**src/design/sed_pkg.sv**
```systemverilog
`default_nettype none

package sed_pkg;

  typedef struct packed {
    logic [7:0] out_byte;
    logic [1:0] error_kind;
    logic       string_end;
  } sed_res_t;

  // results of one accepted byte, handed from the decoder to the result queue
  typedef struct packed {
    logic                valid;
    logic [1:0]          count;
    sed_res_t [1:0]      res;
  } sed_push_t;

  localparam int unsigned QDepth = 3;
  localparam int unsigned LevelW = 2;

  localparam logic [2:0] ModeNormal = 3'd0;
  localparam logic [2:0] ModeEsc    = 3'd1;
  localparam logic [2:0] ModeHex    = 3'd2;
  localparam logic [2:0] ModeOct    = 3'd3;
  localparam logic [2:0] ModeDrop   = 3'd4;

  localparam logic [1:0] ErrNone  = 2'd0;
  localparam logic [1:0] ErrHex   = 2'd1;
  localparam logic [1:0] ErrOct   = 2'd2;
  localparam logic [1:0] ErrTrail = 2'd3;

  localparam logic [7:0] ChBackslash = 8'h5C;
  localparam logic [7:0] ChA  = 8'h61;
  localparam logic [7:0] ChB  = 8'h62;
  localparam logic [7:0] ChF  = 8'h66;
  localparam logic [7:0] ChN  = 8'h6E;
  localparam logic [7:0] ChR  = 8'h72;
  localparam logic [7:0] ChT  = 8'h74;
  localparam logic [7:0] ChV  = 8'h76;
  localparam logic [7:0] ChX  = 8'h78;
  localparam logic [7:0] Ch0  = 8'h30;
  localparam logic [7:0] Ch7  = 8'h37;
  localparam logic [7:0] Ch8  = 8'h38;
  localparam logic [7:0] Ch9  = 8'h39;

  localparam logic [7:0] CodeBel = 8'h07;
  localparam logic [7:0] CodeBs  = 8'h08;
  localparam logic [7:0] CodeFf  = 8'h0C;
  localparam logic [7:0] CodeLf  = 8'h0A;
  localparam logic [7:0] CodeCr  = 8'h0D;
  localparam logic [7:0] CodeHt  = 8'h09;
  localparam logic [7:0] CodeVt  = 8'h0B;

  // {is_hex, value}
  function automatic logic [4:0] hex_digit(input logic [7:0] c);
    logic [4:0] r;
    r = 5'b0;
    if (c inside {[8'h30:8'h39]}) begin
      r = {1'b1, c[3:0]};
    end else if (c inside {[8'h61:8'h66], [8'h41:8'h46]}) begin
      r = {1'b1, 4'(c[3:0] + 4'd9)};
    end
    return r;
  endfunction

endpackage

`default_nettype wire

```
**src/design/string_escape_decoder.sv**
```systemverilog
`default_nettype none

// Decodes the body of a C string literal, one raw byte per transaction with
// last_byte_i on the final byte, into unescaped bytes. Simple and named
// escapes, \x with one or two hex digits and octal escapes of up to three
// digits are handled; the byte that ends a numeric escape follows its value.
// On an error one result carries error_kind with string_end set and the rest
// of that string is discarded. A byte is taken every cycle while the three-entry
// result queue holds fewer than two results; the queue drains one result per
// cycle while out_stall_i is low. Results are registered into the queue behind
// any results still waiting there.
module string_escape_decoder (
  input  wire logic       clk_i,
  input  wire logic       rst_ni,
  input  wire logic       in_valid_i,
  output logic            in_stall_o,
  input  wire logic [7:0] in_byte_i,
  input  wire logic       last_byte_i,
  output logic            out_valid_o,
  input  wire logic       out_stall_i,
  output logic [7:0]      out_byte_o,
  output logic [1:0]      error_kind_o,
  output logic            string_end_o
);
  import sed_pkg::*;

  logic              accept;
  logic              pop;
  sed_push_t         push;
  sed_res_t          head;
  logic [LevelW-1:0] level;

  // room for two results must be there before a byte is taken
  assign in_stall_o  = level >= LevelW'(2);
  assign accept      = in_valid_i && !in_stall_o;
  assign out_valid_o = level != '0;
  assign pop         = out_valid_o && !out_stall_i;

  sed_decode u_decode (
    .clk_i       (clk_i),
    .rst_ni      (rst_ni),
    .accept_i    (accept),
    .in_byte_i   (in_byte_i),
    .last_byte_i (last_byte_i),
    .push_o      (push)
  );

  sed_out_queue u_queue (
    .clk_i   (clk_i),
    .rst_ni  (rst_ni),
    .push_i  (push),
    .pop_i   (pop),
    .head_o  (head),
    .level_o (level)
  );

  assign out_byte_o   = head.out_byte;
  assign error_kind_o = head.error_kind;
  assign string_end_o = head.string_end;

`ifndef ASSERT_OFF
  a_level_bound: assert property (@(posedge clk_i) disable iff (!rst_ni)
    level <= LevelW'(QDepth))
    else $error("result queue over capacity");

  a_two_results: assert property (@(posedge clk_i) disable iff (!rst_ni)
    accept && push.count == 2'd2 |=> level >= LevelW'(2))
    else $error("second result lost");

  a_error_ends: assert property (@(posedge clk_i) disable iff (!rst_ni)
    out_valid_o && error_kind_o != ErrNone |-> string_end_o && out_byte_o == 8'd0)
    else $error("error result without string end");
`endif

endmodule

`default_nettype wire

```
**src/design/sed_decode.sv**
```systemverilog
`default_nettype none

module sed_decode (
  input  wire logic          clk_i,
  input  wire logic          rst_ni,
  input  wire logic          accept_i,
  input  wire logic [7:0]    in_byte_i,
  input  wire logic          last_byte_i,
  output sed_pkg::sed_push_t push_o
);
  import sed_pkg::*;

  logic [2:0] mode_q, mode_d;
  logic [1:0] cnt_q, cnt_d;
  logic [8:0] val_q, val_d;

  logic [1:0]     n;
  sed_res_t [1:0] res;
  logic [1:0]     err;
  logic           skip;
  logic [4:0]     hx;

  always_comb begin
    logic [7:0] c;
    logic       last;
    c     = in_byte_i;
    last  = last_byte_i;
    mode_d = mode_q;
    cnt_d  = cnt_q;
    val_d  = val_q;
    err    = ErrNone;
    n      = 2'd0;
    res    = '0;
    skip   = 1'b0;
    hx     = hex_digit(c);

    case (mode_q)
      ModeNormal: begin
        if (c == ChBackslash) begin
          mode_d = ModeEsc;
        end else begin
          res[0] = '{out_byte: c, error_kind: ErrNone, string_end: 1'b0};
          n = 2'd1;
        end
      end
      ModeEsc: begin
        mode_d = ModeNormal;
        n = 2'd1;
        case (c)
          ChA: res[0].out_byte = CodeBel;
          ChB: res[0].out_byte = CodeBs;
          ChF: res[0].out_byte = CodeFf;
          ChN: res[0].out_byte = CodeLf;
          ChR: res[0].out_byte = CodeCr;
          ChT: res[0].out_byte = CodeHt;
          ChV: res[0].out_byte = CodeVt;
          ChX: begin
            n      = 2'd0;
            mode_d = ModeHex;
            cnt_d  = 2'd0;
            val_d  = 9'd0;
          end
          Ch8, Ch9: begin
            n   = 2'd0;
            err = ErrOct;
          end
          default: begin
            if (c inside {[Ch0:Ch7]}) begin
              n      = 2'd0;
              mode_d = ModeOct;
              cnt_d  = 2'd1;
              val_d  = {6'd0, c[2:0]};
            end else begin
              res[0].out_byte = c;
            end
          end
        endcase
      end
      ModeHex: begin
        if (hx[4]) begin
          val_d = {val_q[4:0], hx[3:0]};
          cnt_d = cnt_q + 2'd1;
          if (cnt_d >= 2'd2) begin
            res[0].out_byte = val_d[7:0];
            n      = 2'd1;
            mode_d = ModeNormal;
          end
        end else if (cnt_q == 2'd0) begin
          err = ErrHex;
        end else begin
          res[0].out_byte = val_q[7:0];
          res[1].out_byte = c;
          n      = 2'd2;
          mode_d = ModeNormal;
        end
      end
      ModeOct: begin
        if (c inside {[Ch0:Ch7]}) begin
          val_d = {val_q[5:0], c[2:0]};
          cnt_d = cnt_q + 2'd1;
          if (cnt_d == 2'd3 || cnt_d == 2'd0) begin
            if (val_d[8]) begin
              err = ErrOct;
            end else begin
              res[0].out_byte = val_d[7:0];
              n = 2'd1;
            end
            mode_d = ModeNormal;
          end
        end else begin
          // terminator goes out raw after the value
          res[0].out_byte = val_q[7:0];
          res[1].out_byte = c;
          n      = 2'd2;
          mode_d = ModeNormal;
        end
      end
      default: begin
        // dropping the rest of a failed string; digits are left alone
        skip   = 1'b1;
        mode_d = last ? ModeNormal : ModeDrop;
      end
    endcase

    if (!skip) begin
      if (err == ErrNone && last) begin
        if (mode_d == ModeEsc) begin
          err = ErrTrail;
        end else if (mode_d == ModeHex && cnt_d == 2'd0) begin
          err = ErrHex;
        end else if ((mode_d == ModeHex || mode_d == ModeOct) && n != 2'd2) begin
          res[n[0]] = '{out_byte: val_d[7:0], error_kind: ErrNone, string_end: 1'b0};
          n = n + 2'd1;
        end
        if (err == ErrNone) begin
          mode_d = ModeNormal;
        end
      end

      if (err != ErrNone) begin
        if (n != 2'd2) begin
          res[n[0]] = '{out_byte: 8'd0, error_kind: err, string_end: 1'b1};
          n = n + 2'd1;
        end
        mode_d = last ? ModeNormal : ModeDrop;
      end else if (last && n != 2'd0) begin
        res[n[0] ^ 1'b1].string_end = 1'b1;
      end

      if (mode_d == ModeNormal) begin
        cnt_d = 2'd0;
        val_d = 9'd0;
      end
    end
  end

  always_ff @(posedge clk_i or negedge rst_ni) begin
    if (!rst_ni) begin
      mode_q <= ModeNormal;
      cnt_q  <= 2'd0;
      val_q  <= 9'd0;
    end else if (accept_i) begin
      mode_q <= mode_d;
      cnt_q  <= cnt_d;
      val_q  <= val_d;
    end
  end

  assign push_o = '{valid: accept_i, count: n, res: res};

endmodule

`default_nettype wire

```
**src/design/sed_out_queue.sv**
```systemverilog
`default_nettype none

module sed_out_queue (
  input  wire logic                          clk_i,
  input  wire logic                          rst_ni,
  input  wire sed_pkg::sed_push_t            push_i,
  input  wire logic                          pop_i,
  output sed_pkg::sed_res_t                  head_o,
  output logic [sed_pkg::LevelW-1:0]         level_o
);
  import sed_pkg::*;

  sed_res_t ent_q [QDepth];
  sed_res_t ent_d [QDepth];
  logic [LevelW-1:0] cnt_q, cnt_d;
  logic [LevelW-1:0] base;

  always_comb begin
    base = cnt_q - LevelW'(pop_i);
    for (int i = 0; i < QDepth; i++) begin
      if (pop_i && i < QDepth - 1) begin
        ent_d[i] = ent_q[i + 1];
      end else begin
        ent_d[i] = ent_q[i];
      end
      if (push_i.valid && push_i.count != 2'd0 && LevelW'(i) == base) begin
        ent_d[i] = push_i.res[0];
      end
      if (push_i.valid && push_i.count == 2'd2 && LevelW'(i) == base + LevelW'(1)) begin
        ent_d[i] = push_i.res[1];
      end
    end
    cnt_d = push_i.valid ? base + LevelW'(push_i.count) : base;
  end

  always_ff @(posedge clk_i or negedge rst_ni) begin
    if (!rst_ni) begin
      cnt_q <= '0;
    end else begin
      cnt_q <= cnt_d;
    end
  end

  always_ff @(posedge clk_i) begin
    ent_q <= ent_d;
  end

  assign head_o  = ent_q[0];
  assign level_o = cnt_q;

endmodule

`default_nettype wire

```
**config.mk**
```make
export PLATFORM = sky130hd
export DESIGN_NAME = string_escape_decoder
export DESIGN_NICKNAME = d
export VERILOG_FILES = /design/src/design/sed_pkg.sv /design/src/design/string_escape_decoder.sv /design/src/design/sed_decode.sv /design/src/design/sed_out_queue.sv
export SDC_FILE = /design/constraint.sdc
export NUM_CORES = 1
export LEC_CHECK = 0
export BUFFER_PORTS_ARGS = -buffer_cell sky130_fd_sc_hd__buf_2
export CAP_MARGIN = 20
export CORE_UTILIZATION = 35
export CTS_CLUSTER_DIAMETER = 80
export DETAILED_ROUTE_END_ITERATION = 16
export GPL_ROUTABILITY_DRIVEN = 1
export PLACE_DENSITY_LB_ADDON = 0.2
export SYNTH_ARGS = -nofsm -noshare
export SYNTH_HDL_FRONTEND = slang
export SYNTH_HIERARCHICAL = 1
export SYNTH_SLANG_ARGS = --single-unit
```
**constraint.sdc**
```tcl
create_clock -name clk_i -period 11.7 [get_ports clk_i]
set_input_delay 1.17 -clock clk_i [delete_from_list [all_inputs] [get_ports clk_i]]
set_output_delay 1.17 -clock clk_i [all_outputs]
set_load 0.005 [all_outputs]
```
Yosys cells after proc, flatten, opt, wreduce, memory -nomap -nowiden:

Index checks and enable logic that the tools add are counted.

* flip-flop bits (word level): 49
* bits of input ports: 13
* logic and storage cells: 211

* $add $sub $neg: 7
* magnitude comparators: 15
* equal/unequal tests: 25
* muxes and demuxes: 103
* bitwise gates (word level): 1
* reductions and logical operators: 47

Operator list (count)
* 22-bit two-way mux: 9
* 11-bit two-way mux: 11
* 8-bit by 7-bit == test with 1-bit output, second input constant: 9
* 8-bit two-way mux: 9
* 22-bit bitwise mux: 3
* 8-bit one-hot mux with 8 select lines: 1
* 2-bit two-way mux: 30
* 9-bit two-way mux: 5
* 3-bit two-way mux: 13
* 11-bit demux with 1-bit select: 3
* 8-bit one-hot mux with 4 select lines: 1
* 9-bit one-hot mux with 3 select lines: 1
* 1-bit logical AND: 21
* 9-bit one-hot mux with 2 select lines: 1
* 8-bit by 6-bit == test with 1-bit output, second input constant: 2
* 8-bit by 7-bit >= comparator with 1-bit output, second input constant: 2
* 8-bit by 6-bit less-or-equal comparator with 1-bit output, second input constant: 2
* 8-bit by 7-bit less-or-equal comparator with 1-bit output, second input constant: 2
* 8-bit one-hot mux with 2 select lines: 1
* 2-bit logical NOT: 7
* 3-bit by 2-bit == test with 1-bit output, second input constant: 4
* 2-bit one-hot mux with 3 select lines: 2
* 3-bit one-hot mux with 4 select lines: 1
* 2-bit nonzero test: 6
* other kinds (28): 52

Depth between registers and ports, before layout:

Gate-level depths: netlist of run 1.

* depth in word-level cells: 26
* gate-level depth with buffers: 23
* depth with buffers taken out: 21

Hierarchy:

Netlist of run 1, hierarchy kept.

By module, submodules not included
* sed_decode: instances 1, cells an instance 288, area each 2154.6 um^2
* sed_out_queue: instances 1, cells an instance 183, area each 1924.3 um^2
* string_escape_decoder: instances 1, cells an instance 4, area each 26.3 um^2

Worst setup path after synthesis of run 1:

Ideal clock, no wire load.

* kind: input to register
* start: input port in_byte_i[0]
* end: register u_queue/ent_q[0] (netlist name) (enable)
* library setup time: 0.396 ns
* arrival: 5.450 ns
* data required time: 11.304 ns
* setup slack: 5.854 ns
* stages: 21
* cell sequence: buf_2 inv_1 ha_1 nor3b_1 nor3_1 o21a_4 nor2_1 nor2_1 a221o_1 inv_1 ha_1 nor4b_1 o211ai_1 buf_4 mux2i_4 inv_1 ha_1 o21ai_2 nor3b_2 nand2_1 a21boi_0

RTL lines
* start: declaration: line string_escape_decoder.sv:17 `input wire logic [7:0] in_byte_i,`
* end signal: assignment: line sed_out_queue.sv:45 `ent_q <= ent_d;`
* end: declaration: line sed_out_queue.sv:13 `sed_res_t ent_q [QDepth];`

==> results of run 1 <==
==> final timing paths <==
kind                       cells past startpoint  slack, ns                 end               start
setup / recovery                              21       5.07   u_queue/head_o[8]        in_byte_i[1]
hold / removal                                 1       0.59   u_decode/val_q[7]   u_decode/val_q[7]
setup reg to reg                              15       5.51   u_queue/head_o[8]  u_decode/mode_q[1]
hold reg to reg                                1       0.59   u_decode/val_q[7]   u_decode/val_q[7]
max in group asynchronous                      1      10.67   u_decode/val_q[2]              rst_ni
min in group asynchronous                      1       0.78  u_decode/mode_q[2]              rst_ni
==> layout make-up <==
type | instances | area, um2
clock inverters | 3 | 18.77
repair buffers | 30 | 162.7
well taps | 143 | 178.9
flip-flops and latches | 48 | 1366
multi-input cells | 370 | 2430
inverters | 17 | 63.81
clock buffers | 5 | 125.1
fillers | 1174 | 7073
==> metrics by stage <==
stage / instances / cell area, um2
after global routing: 616 / 4345
after CTS: 615 / 4338
final: 616 / 4345
after floorplan: 476 / 4109
after global placement: 607 / 4194
after detailed placement: 607 / 4194
==> layout by cell type, fill, tap and decap left out, types with 4 or more instances in the layout <==
master,instances
a22o_1,6
mux2i_1,8
o21ai_1,4
buf_4,5
nand2_1,80
clkbuf_16,5
nor3_1,6
o221ai_1,4
nand4_1,4
xnor2_1,6
and2_1,9
o21ai_0,16
nor2_1,48
mux2_4,10
nand3_1,7
inv_1,16
a32oi_1,4
a221oi_1,5
a22oi_1,8
a31oi_1,25
o2bb2ai_1,7
buf_2,25
dfrtp_1,15
a21oi_1,15
o211ai_1,4
nand2b_1,7
ha_1,11
edfxtp_1,33
==> registers in the layout, indices dropped and copies added, names as in the netlist <==
register,flops
u_decode/cnt_q,2
u_decode/mode_q,3
u_decode/val_q,8
u_queue/ent_q,22
u_queue/head_o,11
u_queue/level_o,2
==> power by group through the flow <==
stage | registers (mW) | logic, mW | clock network (mW)
6_report | 0.257 | 0.181 | 0.140
2_1_floorplan | 0.257 | 0.155 | 0
4_1_cts | 0.258 | 0.183 | 0.144
3_3_place_gp | 0.261 | 0.181 | 0
5_1_grt | 0.264 | 0.208 | 0.152
3_5_place_dp | 0.262 | 0.182 | 0
==> layer usage <==
| layer | vias to the layer above | track usage |
|---|---|---|
| met1 | 1759 | 0.2762 |
| li1 | 1725 | - |
| met5 | - | 0 |
| met3 | 35 | 0.03233 |
| met2 | 149 | 0.3279 |
| met4 | 0 | 0.08365 |
==> worst max-delay path, cell delays in order <==
cell      delay, ns
buf_2          0.18
inv_1          0.10
ha_1           0.30
o21ba_2        0.20
nor2_1         0.04
nor2_1         0.41
nor2_1         0.10
buf_4          0.21
nor2_1         0.32
a221o_1        0.23
inv_1          0.05
ha_1           0.19
nor4b_1        0.30
o211ai_1       0.29
nand2b_1       0.24
inv_1          0.12
ha_1           0.32
o21ai_2        0.23
nor3b_2        0.26
nand3_1        0.62
nand2_1        0.64
==> kinds of logic after synthesis <==
group                    synth area share
flip-flops                         0.3328
other                           0.0009135
AO/OA/AOI/OAI                      0.2371
AND/OR/NAND/NOR                    0.2292
multiplexers                      0.06705
adder cells (fa/ha/maj)           0.03353
buffers and inverters             0.07620
XOR/XNOR                          0.02317
==> results_dict.tcl, run 1 <==
set metrics [dict create \
    wl_met1_um 5308 \
    maxSlewViolCount 0 \
    fmax_ghz 0.1509 \
    drc_errors 0 \
    synth.largest_area_cell "edfxtp_1" \
    die-area_um2 12170 \
    ctsResizeCount 0 \
    relSlewSlack 0.3888 \
    dr_wl_met2_um 5576 \
    nNetsFinal 496 \
    critPathKind "in2reg" \
    status "completed" \
    ys_seq_elements 48 \
    drtAntennaViolNets 0 \
    worst_hold_slack_ns 0.5910 \
    dp_hpwl_um 9168 \
    cts_tree "built" \
    cp_max_fo 23 \
    clockBufferDepth 2 \
    p_seq_frac 0.445 \
    clock-sinks 48 \
    core_area_um2 11420 \
    p_comb_frac 0.313 \
    post-route-util 0.3806 \
    io_pins 26 \
    wl_met3_um 699 \
    rsz0062_at_grt "false" \
    synth_cell_types 78 \
    async_reset_ff_frac 0.3125 \
    io_buffer_count 25 \
    vias_per_cell 5.955 \
    first_pass_iters 5 \
    gp_congestion 0.9427 \
    clkTransAtPathRegs_ns 0.06 \
    clk_latency_ns 0.29 \
    start_kind "primary input" \
    yosysWarnings 6 \
    fin_ws_ns 5.071 \
    synthTopCellsByArea "edfxtp_1 24%, dfrtp_1 9.1%, nand2_1 7.3%, nor2_1 4.4%, a31oi_1 3.8%" \
    p_int_mw 0.3920 \
    peakVddDrop_uv 85.30 \
    hp-class "reg2reg" \
    cap_violations 0 \
    period_minus_slack_ns 6.629 \
    grt_pass1_vias 3440 \
    ys.flop_type "edfxtp_1" \
    avgSynthCellArea_um2 8.642 \
    arrival_ns 6.56 \
    cts_buffers 5 \
    grt_max_degree 24 \
    drive_gt1_frac 0.1353 \
    setup_viol 0 \
    netlist.area_leader.share 0.2414 \
    p_sw_mw 0.1865 \
    clock_skew_ns 0.002888 \
    required_ns 11.63 \
    synth_area_um2 4105 \
    synth_common_cells "80 x nand2_1, 48 x nor2_1, 33 x edfxtp_1, 25 x a31oi_1, 19 x buf_4" \
    vias 3668 \
    antenna_found_initial 0 \
    p_leak_nw 1.745 \
    power_density_nw_per_um2 133.1 \
    p_total_mw 0.5785 \
    netlist_instances 475 \
    core.rowCount 39 \
    finalCritPeriodShare 0.5666 \
    tightest_slew_ns 0.9148 \
    die_y_um 110.3 \
    synth-edff-count 33 \
    drt_iter0_markers 372 \
    swShare 0.3224 \
    areaGrowthSynthToFinish_pct 5.852 \
    initial_core_util 0.3595 \
    ys_seq_area_frac 0.3328 \
    htreeDepth 2 \
    antenna_cells 0 \
    fin_tns_setup_ns 0 \
    yosysMostFrequentCell "nand2_1" \
    grt_pass1_wl_um 18980 \
    cts_setup_buffers 0 \
    highest_layer "met4" \
    pwr-share-clk 0.242 \
    end_kind "flop" \
    cts_root_buffer "clkbuf_16" \
    drt_wl_total_um 11980 \
    track_usage 0.2056 \
    die_w_um 110.3 \
    hold_viol 0 \
    wl_per_cell_um 19.44 \
    holdBufCountCts 0 \
    overflow 0 \
    place_ws_ns 4.556 \
]
No activity file was read; power rests on OpenSTA's default activity.
==> run 2: changes to the inputs <==
- clock period: 11.7 -> 6.1 ns (I/O delays scaled with it)
==> results_dict.tcl, run 2 (synthesis results as in run 1) <==
set metrics [dict create \
    areaGrowthSynthToFinish_pct 7.162 \
    finalCritPeriodShare 0.8906 \
    post-route-util 0.3853 \
    final_common_cell "nand2_1" \
    regMostFlops "u_queue/ent_q" \
    tightest_slew_ns 0.9751 \
    end_kind "flop" \
    path_cells "buf_2, inv_1, ha_1, nor3b_1, nor3_1, o21a_4, nor2_1, nor2_1, a221o_1, inv_1, ha_1, nor4b_1, o211ai_1, mux2i_4, ha_1, inv_1, o21ai_1, or2_2, and4_1, nor2_1, nand2_1" \
    clkTransAtPathRegs_ns 0.06 \
    io_buffer_count 25 \
    largest_reg_flops 22 \
    cp_max_fo 12 \
    core_area_um2 11420 \
    status "completed" \
    cts_buffers 5 \
    initial_core_util 0.3595 \
    ctsResizeCount 0 \
    r2r_end "u_queue/head_o[8]" \
    dp_hpwl_um 8546 \
    clockBufferDepth 2 \
    cap_violations 0 \
    cts_tree "built" \
    worst-path-buf-inv 4 \
    dp_cells 616 \
    path_delay_family "simple AND/OR/NAND/NOR gates" \
    drtAntennaViolNets 0 \
    vias 3642 \
    fillers 1190 \
    place_ws_ns 0.4562 \
    holdBufCountCts 0 \
    clock-sinks 48 \
    die_y_um 110.3 \
    vias_per_cell 5.846 \
    clock_skew_ns 0.004025 \
    htreeDepth 2 \
    drt_iter0_markers 271 \
    layout_common_cells "80 x nand2_1, 48 x nor2_1, 33 x edfxtp_1" \
    relSlewSlack 0.3486 \
    io_pins 26 \
    start_kind "primary input" \
    setup_viol 0 \
    power_density_nw_per_um2 249.9 \
    overflow 0 \
    cpMaxStageDelayCell "and4_1" \
    gp_congestion 0.9055 \
    peakVddDrop_uv 160.6 \
    grt_pass1_wl_um 17740 \
    grt_pass1_vias 3423 \
    fin_tns_setup_ns 0 \
    hold_viol 0 \
    fin_ws_ns 0.6676 \
    rsz0062_at_grt "false" \
    p_leak_nw 1.786 \
    wl_per_cell_um 17.84 \
    path_depth 21 \
    r2r_setup_slack_ns 0.74 \
    drc_errors 0 \
    crit_path_end "u_queue/head_o[8]" \
    arrival_ns 5.38 \
    core.rowCount 39 \
    r2r_cells 18 \
    crit_start "in_byte_i[0]" \
    antenna_found_initial 0 \
    register_area_um2 1366 \
    track_usage 0.1910 \
    fmax_ghz 0.1841 \
    cts_setup_buffers 0 \
    first_pass_iters 5 \
    period_minus_slack_ns 5.432 \
    nNetsFinal 504 \
    p_total_mw 1.099 \
    hp-class "in2async" \
    die_w_um 110.3 \
    critPathKind "in2reg" \
    drt_wl_total_um 11110 \
    grt_max_degree 24 \
    fin_cells 623 \
    multi_input_area_um2 2430 \
    clk_latency_ns 0.29 \
    drive_gt1_frac 0.1500 \
    die-area_um2 12170 \
    antenna_cells 0 \
    cts_root_buffer "clkbuf_16" \
    rr_startpoint "u_decode/cnt_q[0]" \
    maxSlewViolCount 0 \
    max_stage_delay_ns 0.47 \
    required_ns 6.04 \
]
run 2: worst min-delay path by stage:
stage | endpoint | slack (ns) | start | cells after the start
CTS | u_decode/cnt_q[1] | 0.24 | rst_ni | 1
detailed placement | u_decode/cnt_q[1] | 0.54 | rst_ni | 1
global placement | u_decode/val_q[7] | 0.54 | u_decode/val_q[7] | 1
global route | u_decode/val_q[5] | 0.26 | rst_ni | 1
finish | u_decode/mode_q[2] | 0.23 | rst_ni | 1
floorplan | u_decode/cnt_q[0] | 0.31 | rst_ni | 0
run 2: power by group:
| group | internal (mW) | switching (mW) | total (mW) |
|---|---|---|---|
| Combinational | 0.135 | 0.207 | 0.342 |
| Clock | 0.149 | 0.117 | 0.265 |
| Sequential | 0.466 | 0.0258 | 0.492 |
| Total | 0.750 | 0.349 | 1.10 |
run 2: layout make-up:
class                           count  share of cell area
Inverter                           17             0.01451
Timing Repair Buffer               38             0.05063
Multi-Input combinational cell    370              0.5523
Clock inverter                      2            0.002844
Clock buffer                        5             0.02844
Tap cell                          143             0.04067
Sequential cell                    48              0.3106
run 2: through the flow:
stage | hold WS (ns) | area, um2
final | 0.2318 | 4399
after global routing | 0.2552 | 4399
after CTS | 0.2361 | 4399
after detailed placement | 0.5427 | 4262
after global placement | 0.5412 | 4262
after floorplan | 0.3144 | 4109
run 2: routing by layer:
metal / GRT usage / part of all wire / wire, um / up-vias
met4: 0.07707 / 0.028 / 313 / 0
met5: 0 / 0 / 0 / -
met2: 0.3092 / 0.46 / 5122 / 141
met1: 0.2546 / 0.45 / 4972 / 1729
li1: - / - / - / 1746
met3: 0.02822 / 0.063 / 705 / 26
==> run 3: changes to the inputs <==
- CORE_UTILIZATION: 35 -> 40
==> results_dict.tcl, run 3 (synthesis results as in run 1) <==
set metrics [dict create \
    arrival_ns 5.38 \
    rsz0062_at_grt "false" \
    relSlewSlack 0.3751 \
    io_pins 26 \
    r2r_end "u_queue/ent_q[19]" \
    die_w_um 103.3 \
    cts_buffers 5 \
    rr_startpoint "u_decode/cnt_q[0]" \
    cts_setup_buffers 0 \
    vias 3679 \
    tightest_slew_ns 0.9276 \
    power_density_nw_per_um2 253.9 \
    vias_per_cell 5.992 \
    fillers 983 \
    htreeDepth 2 \
    maxSlewViolCount 0 \
    gp_congestion 0.9445 \
    initial_core_util 0.4162 \
    setup_viol 0 \
    place_ws_ns 0.3657 \
    worst_hold_slack_ns 0.1914 \
    critPathKind "in2reg" \
    holdBufCountCts 0 \
    final_common_cell "nand2_1" \
    wl_per_cell_um 18.12 \
    r2r_setup_slack_ns 0.78 \
    antenna_cells 0 \
    fmax_ghz 0.1837 \
    required_ns 6.04 \
    track_usage 0.2232 \
    io_buffer_count 25 \
    fin_area_um2 4387 \
    largest_reg_flops 22 \
    drc_errors 0 \
    grt_pass1_vias 3451 \
    dp_cells 606 \
    core.rowCount 36 \
    clockBufferDepth 2 \
    post-route-util 0.4447 \
    multi_input_area_um2 2430 \
    period_minus_slack_ns 5.444 \
    clock-sinks 48 \
    hold_viol 0 \
    drt_wl_total_um 11130 \
    peakVddDrop_uv 136.7 \
    die_y_um 103.3 \
    clock_skew_ns 0.01694 \
    p_seq_frac 0.441 \
    status "completed" \
    first_pass_iters 5 \
    start_kind "primary input" \
    p_leak_nw 1.788 \
    swShare 0.3124 \
    end_kind "flop" \
    grt_pass1_wl_um 18270 \
    p_int_mw 0.7658 \
    layout_common_cells "80 x nand2_1, 48 x nor2_1, 33 x edfxtp_1" \
    cap_violations 0 \
    fin_tns_setup_ns 0 \
    clkTransAtPathRegs_ns 0.10 \
    p_total_mw 1.114 \
    core_area_um2 9864 \
    ctsResizeCount 0 \
    p_sw_mw 0.3479 \
    fin_cells 614 \
    cts_root_buffer "clkbuf_8" \
    fin_ws_ns 0.6556 \
    clk_latency_ns 0.31 \
    p_comb_frac 0.311 \
    areaGrowthSynthToFinish_pct 6.858 \
    antenna_found_initial 0 \
    die-area_um2 10670 \
    nNetsFinal 504 \
    dpl_cell_area_um2 4249 \
    register_area_um2 1366 \
    grt_max_degree 24 \
    pwr-share-clk 0.248 \
    cts_tree "built" \
    cp_max_fo 12 \
    dp_hpwl_um 8592 \
    drtAntennaViolNets 0 \
    r2r_cells 18 \
    regMostFlops "u_queue/ent_q" \
    overflow 0 \
    drive_gt1_frac 0.1518 \
    drt_iter0_markers 293 \
    finalCritPeriodShare 0.8925 \
    hp-class "in2async" \
]
[run 3: worst max-delay path, cell delays in order]
cell and delay, ns:
buf_2 0.23, inv_1 0.10, ha_1 0.29, nor3b_1 0.17, nor3_1 0.25, o21a_4 0.22
nor2_1 0.06, nor2_1 0.38, a221o_1 0.26, inv_1 0.05, ha_1 0.18, nor4b_1 0.29
o211ai_1 0.25, mux2i_4 0.28, ha_1 0.22, inv_1 0.05, o21ai_1 0.32, or2_2 0.23
and4b_1 0.46, nor2_1 0.07, nand2_1 0.40
[run 3: worst max-delay path by stage]
| stage | start | slack, ns | cells past startpoint | endpoint |
|---|---|---|---|---|
| after global routing | in_byte_i[0] | 0.10 | 21 | u_queue/ent_q[19] |
| after detailed placement | in_byte_i[0] | 0.37 | 21 | u_queue/ent_q[14] |
| after CTS | in_byte_i[0] | 0.68 | 21 | u_queue/ent_q[19] |
| final | in_byte_i[0] | 0.66 | 21 | u_queue/ent_q[19] |
| after global placement | in_byte_i[0] | 0.62 | 21 | u_queue/head_o[9] |
| after floorplan | in_byte_i[0] | 0.81 | 21 | u_queue/ent_q[0] |
[run 3: layout make-up]
cell class                      instances  area share
Clock buffer                            5     0.01569
Multi-Input combinational cell        370      0.5539
Sequential cell                        48      0.3115
Clock inverter                          3     0.01569
Inverter                               17     0.01455
Tap cell                              133     0.03794
Timing Repair Buffer                   38     0.05077
[run 3: power groups by stage]
stage	clock [mW]	sequential [mW]	combinational, mW
detailed placement	0	0.500	0.349
CTS	0.286	0.493	0.349
finish	0.277	0.491	0.346
global route	0.299	0.505	0.394
global placement	0	0.497	0.339
floorplan	0	0.493	0.298
[run 3: metal layers]
metal / up-vias / wire, um / track usage
li1: 1747 / - / -
met2: 167 / 5237 / 0.3738
met4: 0 / 306 / 0.07367
met3: 28 / 736 / 0.02755
met1: 1737 / 4846 / 0.2992
met5: - / 0 / 0
